[config.mk]
export PLATFORM = sky130hd
export DESIGN_NAME = fss_ram
export DESIGN_NICKNAME = d
export VERILOG_FILES = /design/src/design/fss_ram.sv
export SDC_FILE = /design/constraint.sdc
export NUM_CORES = 1
export LEC_CHECK = 0
export ABC_AREA = 1
export BUFFER_PORTS_ARGS = -buffer_cell sky130_fd_sc_hd__clkbuf_2
export CAP_MARGIN = 25
export CORE_ASPECT_RATIO = 1.4
export CORE_MARGIN = 1.5
export CORE_UTILIZATION = 62
export CTS_CLUSTER_DIAMETER = 30
export DETAILED_ROUTE_END_ITERATION = 16
export PLACE_DENSITY = 0.83
export SETUP_SLACK_MARGIN = 0.15
export SLEW_MARGIN = 20
export SYNTH_ARGS = -nofsm -noshare
export SYNTH_HDL_FRONTEND = slang
export SYNTH_SLANG_ARGS = --single-unit
[constraint.sdc]
create_clock -name clock -period 2.5 [get_ports clock]
set_input_delay 0.25 -clock clock [delete_from_list [all_inputs] [get_ports clock]]
set_output_delay 0.25 -clock clock [all_outputs]
set_load 0.005 [all_outputs]
[src/design/fss_ram.sv]
// ----------------------------------------------------------------------------
// fss_ram
// generic single port ram with registered read
// ----------------------------------------------------------------------------
module fss_ram #(
   parameter int Width = 16,
   parameter int Depth = 16
) (
   input  logic                     clock,
   input  logic                     wr_en,
   input  logic [$clog2(Depth)-1:0] addr,
   input  logic [Width-1:0]         wr_data,
   output logic [Width-1:0]         rd_data
);

   logic [Width-1:0] mem_ff [Depth];

   always_ff @(posedge clock) begin
      if (wr_en) begin
         mem_ff[addr] <= wr_data;
      end
      rd_data <= mem_ff[addr];
   end

endmodule

==> impl_results.md <==
- Hold_ws: 0.197 ns
- Area share of the largest cell type after synthesis: 68.9%
- Yosys cell types: 13
- Largest net degree at the start of global routing: 94
- Synthesized area per cell: 10.4 um2
- Max_slew headroom: 47.2%
- Initial drt markers: 972
- Die Area: 18,800 um2
- TritonCTS Buffers: 34
- Crit path largest cell delay: 0.49 ns
- First-pass GRT wire length: 41.3 mm
- Crit path max fanout: 55
- Clock Latency Late Sink: 0.50 ns
- Post-CTS setup buffers: 0
- Gp weighted congestion: 0.859
- CTS tree: done
- Routed vias: 7,671
- Post-route cell area: 12,700 um2
- Yosys top cell by area: edfxtp_1
- Register area share after synthesis: 71.8%
- RSZ-0062 raised after global routing: false
- Overall global routing resource usage: 29.6%
- Combinational Power Share: 5.9%
- CP max-delay cell: buf_4
- CTS Sinks: 272
- Final nets: 1,152
- Fin crit period: 1.56 ns
- Die Y: 162 um
- Hold Path Class: in2reg
- Most frequent cells in the layout: nand2_1 (690), edfxtp_1 (256), inv_1 (37)
- Area Overhead vs Synth: 14.2%
- Worst setup EP type: flop
- Clk_skew: 0.0149 ns
- Period utilization: 62.3%
- Initial antenna violation count: 1
- Setup crit start kind: input port
- Cell mode on critical path: nand2_1
- Crit path buffers/inverters: 4
- Width of the die: 116 um
- Max Clk Rate: 642 MHz
- Sw frac: 23.0%
- Row cnt: 57
- Average wire per standard cell: 19.0 um
- Finish-stage setup viols: 0
- Final hold vios: 0
- Max VDD drop: 845 uV
- Slew Limit Fails: 0
- WS Path Type: in2reg
- Setup TNS: 0 ns
- PwrDens: 813 nW/um2
- Synthesized Nets: 1,092
- Reg2reg path depth: 8
- Critical-path cell list: buf_4 > inv_4 > buf_4 > nand2_1 > nand2_1 > nand2_1 > nand2_1 > nand2_1 > nand2_1 > inv_1 > nand2_1
- Setup Slack @ Placement: 0.592 ns
- NetSw: 2380 uW
- IO Pins: 38
- Share of post-route cells with drive strength above 1: 12.5%
- Dpl cell area: 11,700 um2
- CTS resizes: 0
- DR vias/cell: 5.51
- Worst setup margin: 0.942 ns
- Arrival time worst endpoint: 1.99 ns
- Antenna violation net count after detailed routing: 0
- Post-synthesis cell count: 1,070
- P_leak: 0.00548 uW
- #FFs+latches synth: 272
- Number of port buffers: 37
- Synth top area cells: edfxtp_1 (69%), nand2_1 (23%), dfxtp_1 (2.9%)
- Max Cap Viol: 0
- Congestion Overflow GR: 0
- Internal power: 7980 uW
- Yosys warns: 0
- DRC violation count after routing: 0
- Core ar.: 17,500 um2
- Part of the power in registers: 49.6%
- CTS H-tree lvls: 2
- Cell family with most CP delay: buffers and inverters
- CTS root buf: clkbuf_16
- Routed wire length: 26.4 mm
- DR pass1 iterations: 5
- Cell Area, Synth: 11,200 um2
- Hold depth: 1
- Number of global-route vias before repair: 7,782
- Hold buffers post-CTS: 0
- Worst slew pin tran: 0.792 ns
- Most common cell after layout, fill and taps aside: nand2_1
- Clock transition at path regs: 0.06 ns
- DPL Wire Length: 14.8 mm
- Max clock buf depth: 3
- Worst Path Required: 2.93 ns
- Status: complete, no violations
- Clk network pwr share: 44.5%
- Tot Pwr: 10,400 uW
- WP depth: 11
- Starting Density: 63.8%
==> path summary, 6_finish.rpt <==
path	to	slack (ns)	start
worst max-delay path	rd_data[7]	0.94	addr[0]
worst min-delay path	mem_ff[15][10]	0.20	wr_data[10]
worst max register to register	rd_data[7]	1.33	mem_ff[12][7]
worst min register to register	rd_data[15]	0.69	mem_ff[0][15]
==> kinds of logic after synthesis <==
family	share of synthesized area [%]
simple gates	24.1
flops	71.8
buf+inv	4.14
==> metal layers <==
layer	up-vias	part of all wire (%)	global-route usage [%]	wire length, um
met5	-	0	0	0
met4	0	6.3	17.6	1670
met3	122	9.4	5.04	2490
met1	3539	34	36.4	9080
li1	3540	-	-	-
met2	470	50	49.1	13200
==> stage by stage <==
step,utilization [%],cells
2_1_floorplan,-,1070
3_3_place_gp,66.7,1330
3_5_place_dp,66.7,1330
4_1_cts,72.9,1390
5_1_grt,72.9,1390
6_report,72.9,1391
==> flip-flops by register name, indices dropped and copies added (netlist names) <==
name	count
mem_ff	256
rd_data	16
==> cell type report <==
cell class | instances | area, um2
clock inverters | 23 | 196
clock buffers | 37 | 883
inverters | 39 | 149
repair buffers | 71 | 493
diodes | 1 | 2.50
flip-flops and latches | 272 | 8010
well taps | 236 | 295
multi-input cells | 712 | 2710
fillers | 1098 | 4730
==> power groups by stage <==
stage,Clock [uW],Combinational [uW],Sequential (uW)
after global placement,0,571,5220
after floorplan,0,356,5220
final,4610,612,5140
after global routing,4840,682,5140
after detailed placement,0,590,5230
after CTS,4640,608,5140
==> Yosys cell counts (all sizes together) <==
library cell,number
dfxtp,16
inv,39
edfxtp,256
nand3,4
nor2,18
buf,42
clkbuf,5
nand2,690
Power figures use the tool's default switching activity.
