`src/design/fss_pkg.sv`:
```
// ----------------------------------------------------------------------------
// fss_pkg
// shared constants and types for the fidelity susceptibility stream
// ----------------------------------------------------------------------------
package fss_pkg;

   localparam int VectorLen = 16;
   localparam int IdxW      = $clog2(VectorLen);
   localparam int AccW      = 32 + $clog2(VectorLen);
   localparam int AmpW      = 16;
   localparam int FieldW    = 24;
   localparam int ChiW      = 32;
   localparam int RootW     = (AccW + 24 + 1) / 2;
   localparam int DenW      = 2 * RootW;

   typedef enum logic [1:0] {
      ST_OK       = 2'd0,
      ST_EQUAL    = 2'd1,
      ST_ZERONORM = 2'd2,
      ST_SAT      = 2'd3
   } status_type;

   typedef struct packed {
      logic                     start;
      logic signed [AccW-1:0]   dot;
      logic        [AccW-1:0]   norm_prev;
      logic        [AccW-1:0]   norm_cur;
      logic signed [FieldW-1:0] field_prev;
      logic signed [FieldW-1:0] field_cur;
   } job_type;

endpackage

```
`src/design/fss_math.sv`:
```
// ----------------------------------------------------------------------------
// fss_math
// per-row chi computation: two square roots, one long divide, one short divide
// ----------------------------------------------------------------------------
module fss_math (
   input  logic                          clock,
   input  logic                          reset,
   input  fss_pkg::job_type              job,
   output logic                          busy,
   output logic                          done,
   output logic [fss_pkg::ChiW-1:0]      chi,
   output fss_pkg::status_type           status
);

   localparam int RadW = 2 * fss_pkg::RootW;
   localparam int RemW = fss_pkg::RootW + 2;
   localparam int NumW = fss_pkg::AccW + 56;
   localparam int GW   = 34 + 16;
   localparam int D2W  = 2 * fss_pkg::FieldW + 2;

   typedef enum logic [2:0] {
      S_IDLE, S_SQRT_P, S_SQRT_C, S_MUL, S_FDIV, S_GPREP, S_CDIV, S_DONE
   } state_type;

   state_type                   state_ff;
   logic [RadW-1:0]             rad_ff;
   logic [RemW-1:0]             rem_ff;
   logic [fss_pkg::RootW-1:0]   root_ff, rp_ff;
   logic [7:0]                  cnt_ff;
   logic [fss_pkg::AccW-1:0]    normc_ff;
   logic [fss_pkg::DenW-1:0]    den_ff;
   logic [NumW-1:0]             num_ff;
   logic [fss_pkg::DenW:0]      frem_ff;
   logic [33:0]                 fq_ff;
   logic [D2W-1:0]              d2_ff;
   logic [GW-1:0]               gnum_ff;
   logic [D2W:0]                crem_ff;
   logic [GW-1:0]               cq_ff;
   logic [fss_pkg::ChiW-1:0]    chi_ff;
   fss_pkg::status_type         status_ff;

   logic signed [fss_pkg::FieldW:0] dh;
   logic [fss_pkg::AccW-1:0]        absdot;
   logic [RemW-1:0]                 trial;
   logic [RemW-1:0]                 rem_sh;
   logic [fss_pkg::DenW:0]          frem_sh;
   logic [D2W:0]                    crem_sh;
   logic [33:0]                     fq_sat;

   assign dh     = $signed({job.field_prev[fss_pkg::FieldW-1], job.field_prev})
                 - $signed({job.field_cur[fss_pkg::FieldW-1], job.field_cur});
   assign absdot = job.dot[fss_pkg::AccW-1] ? fss_pkg::AccW'(-job.dot)
                                            : fss_pkg::AccW'(job.dot);
   assign rem_sh  = {rem_ff[RemW-3:0], rad_ff[RadW-1 -: 2]};
   assign trial   = rem_sh - {root_ff, 2'b01};
   assign frem_sh = {frem_ff[fss_pkg::DenW-1:0], num_ff[NumW-1]};
   assign crem_sh = {crem_ff[D2W-1:0], gnum_ff[GW-1]};
   assign fq_sat  = (fq_ff > 34'h100000000) ? 34'h100000000 : fq_ff;

   always_ff @(posedge clock) begin
      if (reset) begin
         state_ff <= S_IDLE;
      end else begin
         case (state_ff)
            S_IDLE: begin
               if (job.start) begin
                  d2_ff    <= D2W'(dh * dh);
                  normc_ff <= job.norm_cur;
                  if (dh == '0) begin
                     chi_ff    <= '0;
                     status_ff <= fss_pkg::ST_EQUAL;
                     state_ff  <= S_DONE;
                  end else if (job.norm_prev == '0 || job.norm_cur == '0) begin
                     chi_ff    <= '0;
                     status_ff <= fss_pkg::ST_ZERONORM;
                     state_ff  <= S_DONE;
                  end else begin
                     num_ff   <= {absdot, 56'd0};
                     rad_ff   <= RadW'({job.norm_prev, 24'd0});
                     rem_ff   <= '0;
                     root_ff  <= '0;
                     cnt_ff   <= 8'(fss_pkg::RootW);
                     state_ff <= S_SQRT_P;
                  end
               end
            end
            S_SQRT_P, S_SQRT_C: begin
               rad_ff <= {rad_ff[RadW-3:0], 2'b00};
               if (!trial[RemW-1]) begin
                  rem_ff  <= trial;
                  root_ff <= {root_ff[fss_pkg::RootW-2:0], 1'b1};
               end else begin
                  rem_ff  <= rem_sh;
                  root_ff <= {root_ff[fss_pkg::RootW-2:0], 1'b0};
               end
               cnt_ff <= cnt_ff - 8'd1;
               if (cnt_ff == 8'd1) begin
                  if (state_ff == S_SQRT_P) begin
                     rp_ff    <= trial[RemW-1] ? {root_ff[fss_pkg::RootW-2:0], 1'b0}
                                               : {root_ff[fss_pkg::RootW-2:0], 1'b1};
                     rad_ff   <= RadW'({normc_ff, 24'd0});
                     rem_ff   <= '0;
                     root_ff  <= '0;
                     cnt_ff   <= 8'(fss_pkg::RootW);
                     state_ff <= S_SQRT_C;
                  end else begin
                     state_ff <= S_MUL;
                  end
               end
            end
            S_MUL: begin
               den_ff   <= fss_pkg::DenW'(rp_ff * root_ff);
               frem_ff  <= '0;
               fq_ff    <= '0;
               cnt_ff   <= 8'(NumW);
               state_ff <= S_FDIV;
            end
            S_FDIV: begin
               num_ff <= {num_ff[NumW-2:0], 1'b0};
               if (frem_sh >= {1'b0, den_ff}) begin
                  frem_ff <= frem_sh - {1'b0, den_ff};
                  fq_ff   <= (fq_ff > 34'h100000000) ? fq_ff : {fq_ff[32:0], 1'b1};
               end else begin
                  frem_ff <= frem_sh;
                  fq_ff   <= (fq_ff > 34'h100000000) ? fq_ff : {fq_ff[32:0], 1'b0};
               end
               cnt_ff <= cnt_ff - 8'd1;
               if (cnt_ff == 8'd1) begin
                  state_ff <= S_GPREP;
               end
            end
            S_GPREP: begin
               gnum_ff  <= GW'({(34'h200000000 - {fq_sat[32:0], 1'b0}), 16'd0});
               cnt_ff   <= 8'(GW);
               crem_ff  <= '0;
               cq_ff    <= '0;
               state_ff <= S_CDIV;
            end
            S_CDIV: begin
               gnum_ff <= {gnum_ff[GW-2:0], 1'b0};
               if (crem_sh >= {1'b0, d2_ff}) begin
                  crem_ff <= crem_sh - {1'b0, d2_ff};
                  cq_ff   <= {cq_ff[GW-2:0], 1'b1};
               end else begin
                  crem_ff <= crem_sh;
                  cq_ff   <= {cq_ff[GW-2:0], 1'b0};
               end
               cnt_ff <= cnt_ff - 8'd1;
               if (cnt_ff == 8'd1) begin
                  state_ff <= S_DONE;
               end
            end
            S_DONE: begin
               state_ff <= S_IDLE;
            end
            default: state_ff <= S_IDLE;
         endcase
      end
   end

   // chi formed in the cycle after the final divide step
   logic pend_ff;
   always_ff @(posedge clock) begin
      if (reset) begin
         pend_ff <= 1'b0;
      end else begin
         pend_ff <= (state_ff == S_CDIV && cnt_ff == 8'd1);
      end
   end

   logic [fss_pkg::ChiW-1:0] chi_out;
   fss_pkg::status_type      st_out;
   always_comb begin
      chi_out = chi_ff;
      st_out  = status_ff;
      if (pend_ff) begin
         if (cq_ff[GW-1:fss_pkg::ChiW] != '0) begin
            chi_out = '1;
            st_out  = fss_pkg::ST_SAT;
         end else begin
            chi_out = cq_ff[fss_pkg::ChiW-1:0];
            st_out  = fss_pkg::ST_OK;
         end
      end
   end

   assign busy   = (state_ff != S_IDLE);
   assign done   = (state_ff == S_DONE);
   assign chi    = chi_out;
   assign status = st_out;

`ifndef SYNTHESIS
   ap_start_idle: assert property (@(posedge clock) disable iff (reset)
      job.start |-> state_ff == S_IDLE)
      else $error("job started while busy");
   ap_done_once: assert property (@(posedge clock) disable iff (reset)
      done |=> !done)
      else $error("done held twice");
   ap_pend_done: assert property (@(posedge clock) disable iff (reset)
      pend_ff |-> done)
      else $error("divide result outside done");
`endif

endmodule

```
`config.mk`:
```
export PLATFORM = sky130hd
export DESIGN_NAME = fss_math
export DESIGN_NICKNAME = d
export VERILOG_FILES = /design/src/design/fss_pkg.sv /design/src/design/fss_math.sv
export SDC_FILE = /design/constraint.sdc
export NUM_CORES = 2
export LEC_CHECK = 0
export BUFFER_PORTS_ARGS = -buffer_cell sky130_fd_sc_hd__buf_2
export CAP_MARGIN = 30
export CORE_MARGIN = 2
export CORE_UTILIZATION = 35
export DETAILED_ROUTE_END_ITERATION = 12
export PLACE_DENSITY = 0.56
export SKIP_CTS_REPAIR_TIMING = 1
export SLEW_MARGIN = 40
export SYNTH_ARGS = -nofsm -noshare
export SYNTH_HDL_FRONTEND = slang
export SYNTH_SLANG_ARGS = --single-unit
```
`constraint.sdc`:
```
create_clock -name clock -period 21.5 [get_ports clock]
set_input_delay 3.225 -clock clock [delete_from_list [all_inputs] [get_ports clock]]
set_output_delay 3.225 -clock clock [all_outputs]
set_load 0.05 [all_outputs]
```
==> summary.txt <==
Status
  – Status: complete, no violations

Logic synthesis
  – Avg Synthesized Cell Area: 9.49 um2
  – Netlist cell types: 89
  – Post-synth EDFFs: 544
  – Synth async-reset ratio: 0
  – Mapped cell area: 81000 um2
  – Syn Nets: 10600
  – Gate Count Post-Synth: 8533
  – Sequential-to-total area share from yosys stat: 0.203
  – Number of synthesized register bits: 548
  – Top FF cell, synth: edfxtp_1
  – Yosys warnings: 0

Clocking
  – Worst skew pair latency: 0.73 ns
  – Total CTS buffers: 73
  – CTS clock-pin slew for the worst setup and hold paths: 0.06 ns
  – Clock sink total: 548
  – Clock tree buffer depth: 3
  – H-tree depth: 3
  – CTS tree: done
  – CTS root buf: clkbuf_16

Floorplan
  – # IOs: 195
  – DIE WIDTH: 485 um
  – Core ar.: 230000 um2
  – Die ar.: 235000 um2
  – Num rows: 176
  – Chip height: 485 um
  – Initial Utilization: 0.352

Final layout
  – Filler cells: 23000
  – Fraction of layout cells with a size suffix above 1: 0.0571
  – Synthesis-to-finish area growth: 8.65%
  – Commonest non-fill, non-tap cell in the layout: inv_1
  – Core Util, Final: 0.382
  – Most frequent cells in the layout: 1648 x inv_1, 1388 x fa_1, 1153 x nand2_1
  – Nets: 10600

STA
  – Clock skew after layout: 0.0710 ns
  – Final Slew Violations: 0
  – Setup_tns: 0 ns
  – Min Tclk post-route: 12.87 ns
  – RSZ-0062 raised after global routing: no
  – Count of final setup violators: 0
  – Slew at the pin closest to its max-slew limit: 0.872 ns
  – Crit share post-route: 0.599
  – Max_slew headroom: 0.404
  – Final count of hold timing violations: 0
  – Max Clk Rate: 0.0777 GHz
  – Final setup margin: 8.63 ns

Drt
  – First-pass iteration count of the detailed router: 5
  – WL/cell: 18.9 um
  – DRC viols: 0
  – DRT antenna net count: 0
  – Final wirelength: 220000 um
  – Vias per inst: 5.07
  – Routed vias: 58900
  – Initial DRC count: 3772

Placed design
  – Place WS: 7.96 ns
  – Placer congestion estimate: 0.890
  – PortBufs: 194
  – Post-DP HPWL: 168000 um

Flow run
  – MaxCap Viol Count: 0

Global routing
  – First-pass GRT wire length: 356000 um
  – Vias in the first global route: 63400
  – Grt ovf: 0
  – Largest net degree at the start of global routing: 77
  – Overall Global Routing Usage: 0.191
  – Antenna violations before repair: 4

Min path
  – Hold crit path type: register to register

Setup path
  – Crit start category: input pin
  – Largest fanout on the critical path: 16
  – Critical path data required time: 21.89 ns
  – Slowest CP cell: inv_1
  – Data arrival time of the worst path: 13.26 ns
  – Setup CP Type: input pin to register
  – Max incr delay on CP: 0.61 ns
  – Setup crit end kind: register
## through the flow
step / area, um2 / cells / hold slack (ns)
finish: 88000 / 11600 / 0.476
floorplan: 81000 / 8533 / 0.482
global placement: 85300 / 11500 / 0.470
global route: 88000 / 11600 / 0.491
detailed placement: 85400 / 11500 / 0.469
CTS: 87900 / 11600 / 0.484
## worst paths after layout
check	start	end	slack [ns]	depth (start not counted)
worst max-delay path	job[24]	d2_ff[46]$_DFFE_PP_	8.63	37
worst min-delay path	root_ff[3]$_SDFFCE_PP0P_	rp_ff[4]$_DFFE_PP_	0.48	0
worst max register to register	rp_ff[15]$_DFFE_PP_	den_ff[58]$_DFFE_PP_	12.22	28
worst min register to register	root_ff[3]$_SDFFCE_PP0P_	rp_ff[4]$_DFFE_PP_	0.48	0
## critical path, delay by kind of cell
| kind | cells | cell delay, ns |
|---|---|---|
| and+or+nand+nor | 2 | 0.64 |
| adders and majority gates | 10 | 4.58 |
| buffers and inverters | 9 | 1.08 |
| AOI/OAI and AO/OA | 16 | 3.73 |
## sequential cells by signal, summed over array words and instances, names as in the netlist
name       count
frem_ff       60
pend_ff        1
status_ff      2
num_ff        36
state_ff       3
cnt_ff         8
d2_ff         49
den_ff        60
fq_ff         34
rad_ff        36
crem_ff       50
root_ff       30
cq_ff         50
rem_ff        30
gnum_ff       33
rp_ff         30
normc_ff      36
## synthesized netlist by cell type, drive strengths merged (57+ instances only)
library cell,number,area share
and2,297,0.023
nand3,107,0.0066
nor2,497,0.023
nor3,78,0.0049
xor2,119,0.013
a211oi,57,0.0053
clkbuf,360,0.017
o21ai,261,0.016
mux2i,113,0.014
a21o,154,0.014
edfxtp,544,0.20
xnor2,179,0.019
and3,111,0.0086
nand2,1156,0.054
inv,1657,0.077
a21oi,271,0.017
ha,564,0.087
fa,1388,0.34
## cell families after synthesis
| group | synth area share |
|---|---|
| xor gates and xnor gates | 0.0324 |
| adders and majority gates | 0.430 |
| buffers and inverters | 0.0954 |
| AOI/OAI and AO/OA | 0.0856 |
| and+or+nand+nor | 0.140 |
| muxes | 0.0140 |
| DFF | 0.203 |
## per-layer routing
metal | vias to the layer above | wire, um | global-route usage
li1 | 27000 | - | -
met1 | 29800 | 99000 | 0.261
met2 | 1744 | 102000 | 0.316
met3 | 353 | 12500 | 0.0265
met4 | 2 | 6290 | 0.0510
met5 | - | 13 | 0
## layout make-up
| class | count | area (um2) | share of cell area |
|---|---|---|---|
| diodes | 2 | 5.00 | 0.0000569 |
| clock buffers | 82 | 1860 | 0.0211 |
| clock inverters | 50 | 618 | 0.00702 |
| inverters | 1661 | 6240 | 0.0709 |
| multi-input cells | 5935 | 57100 | 0.649 |
| flip-flops and latches | 548 | 16400 | 0.187 |
| well taps | 3026 | 3790 | 0.0430 |
| repair buffers | 318 | 2010 | 0.0228 |
Power is left out: the tool's default activity adds up to more than one toggle a clock period on the data nets, which glitch-free logic cannot reach.
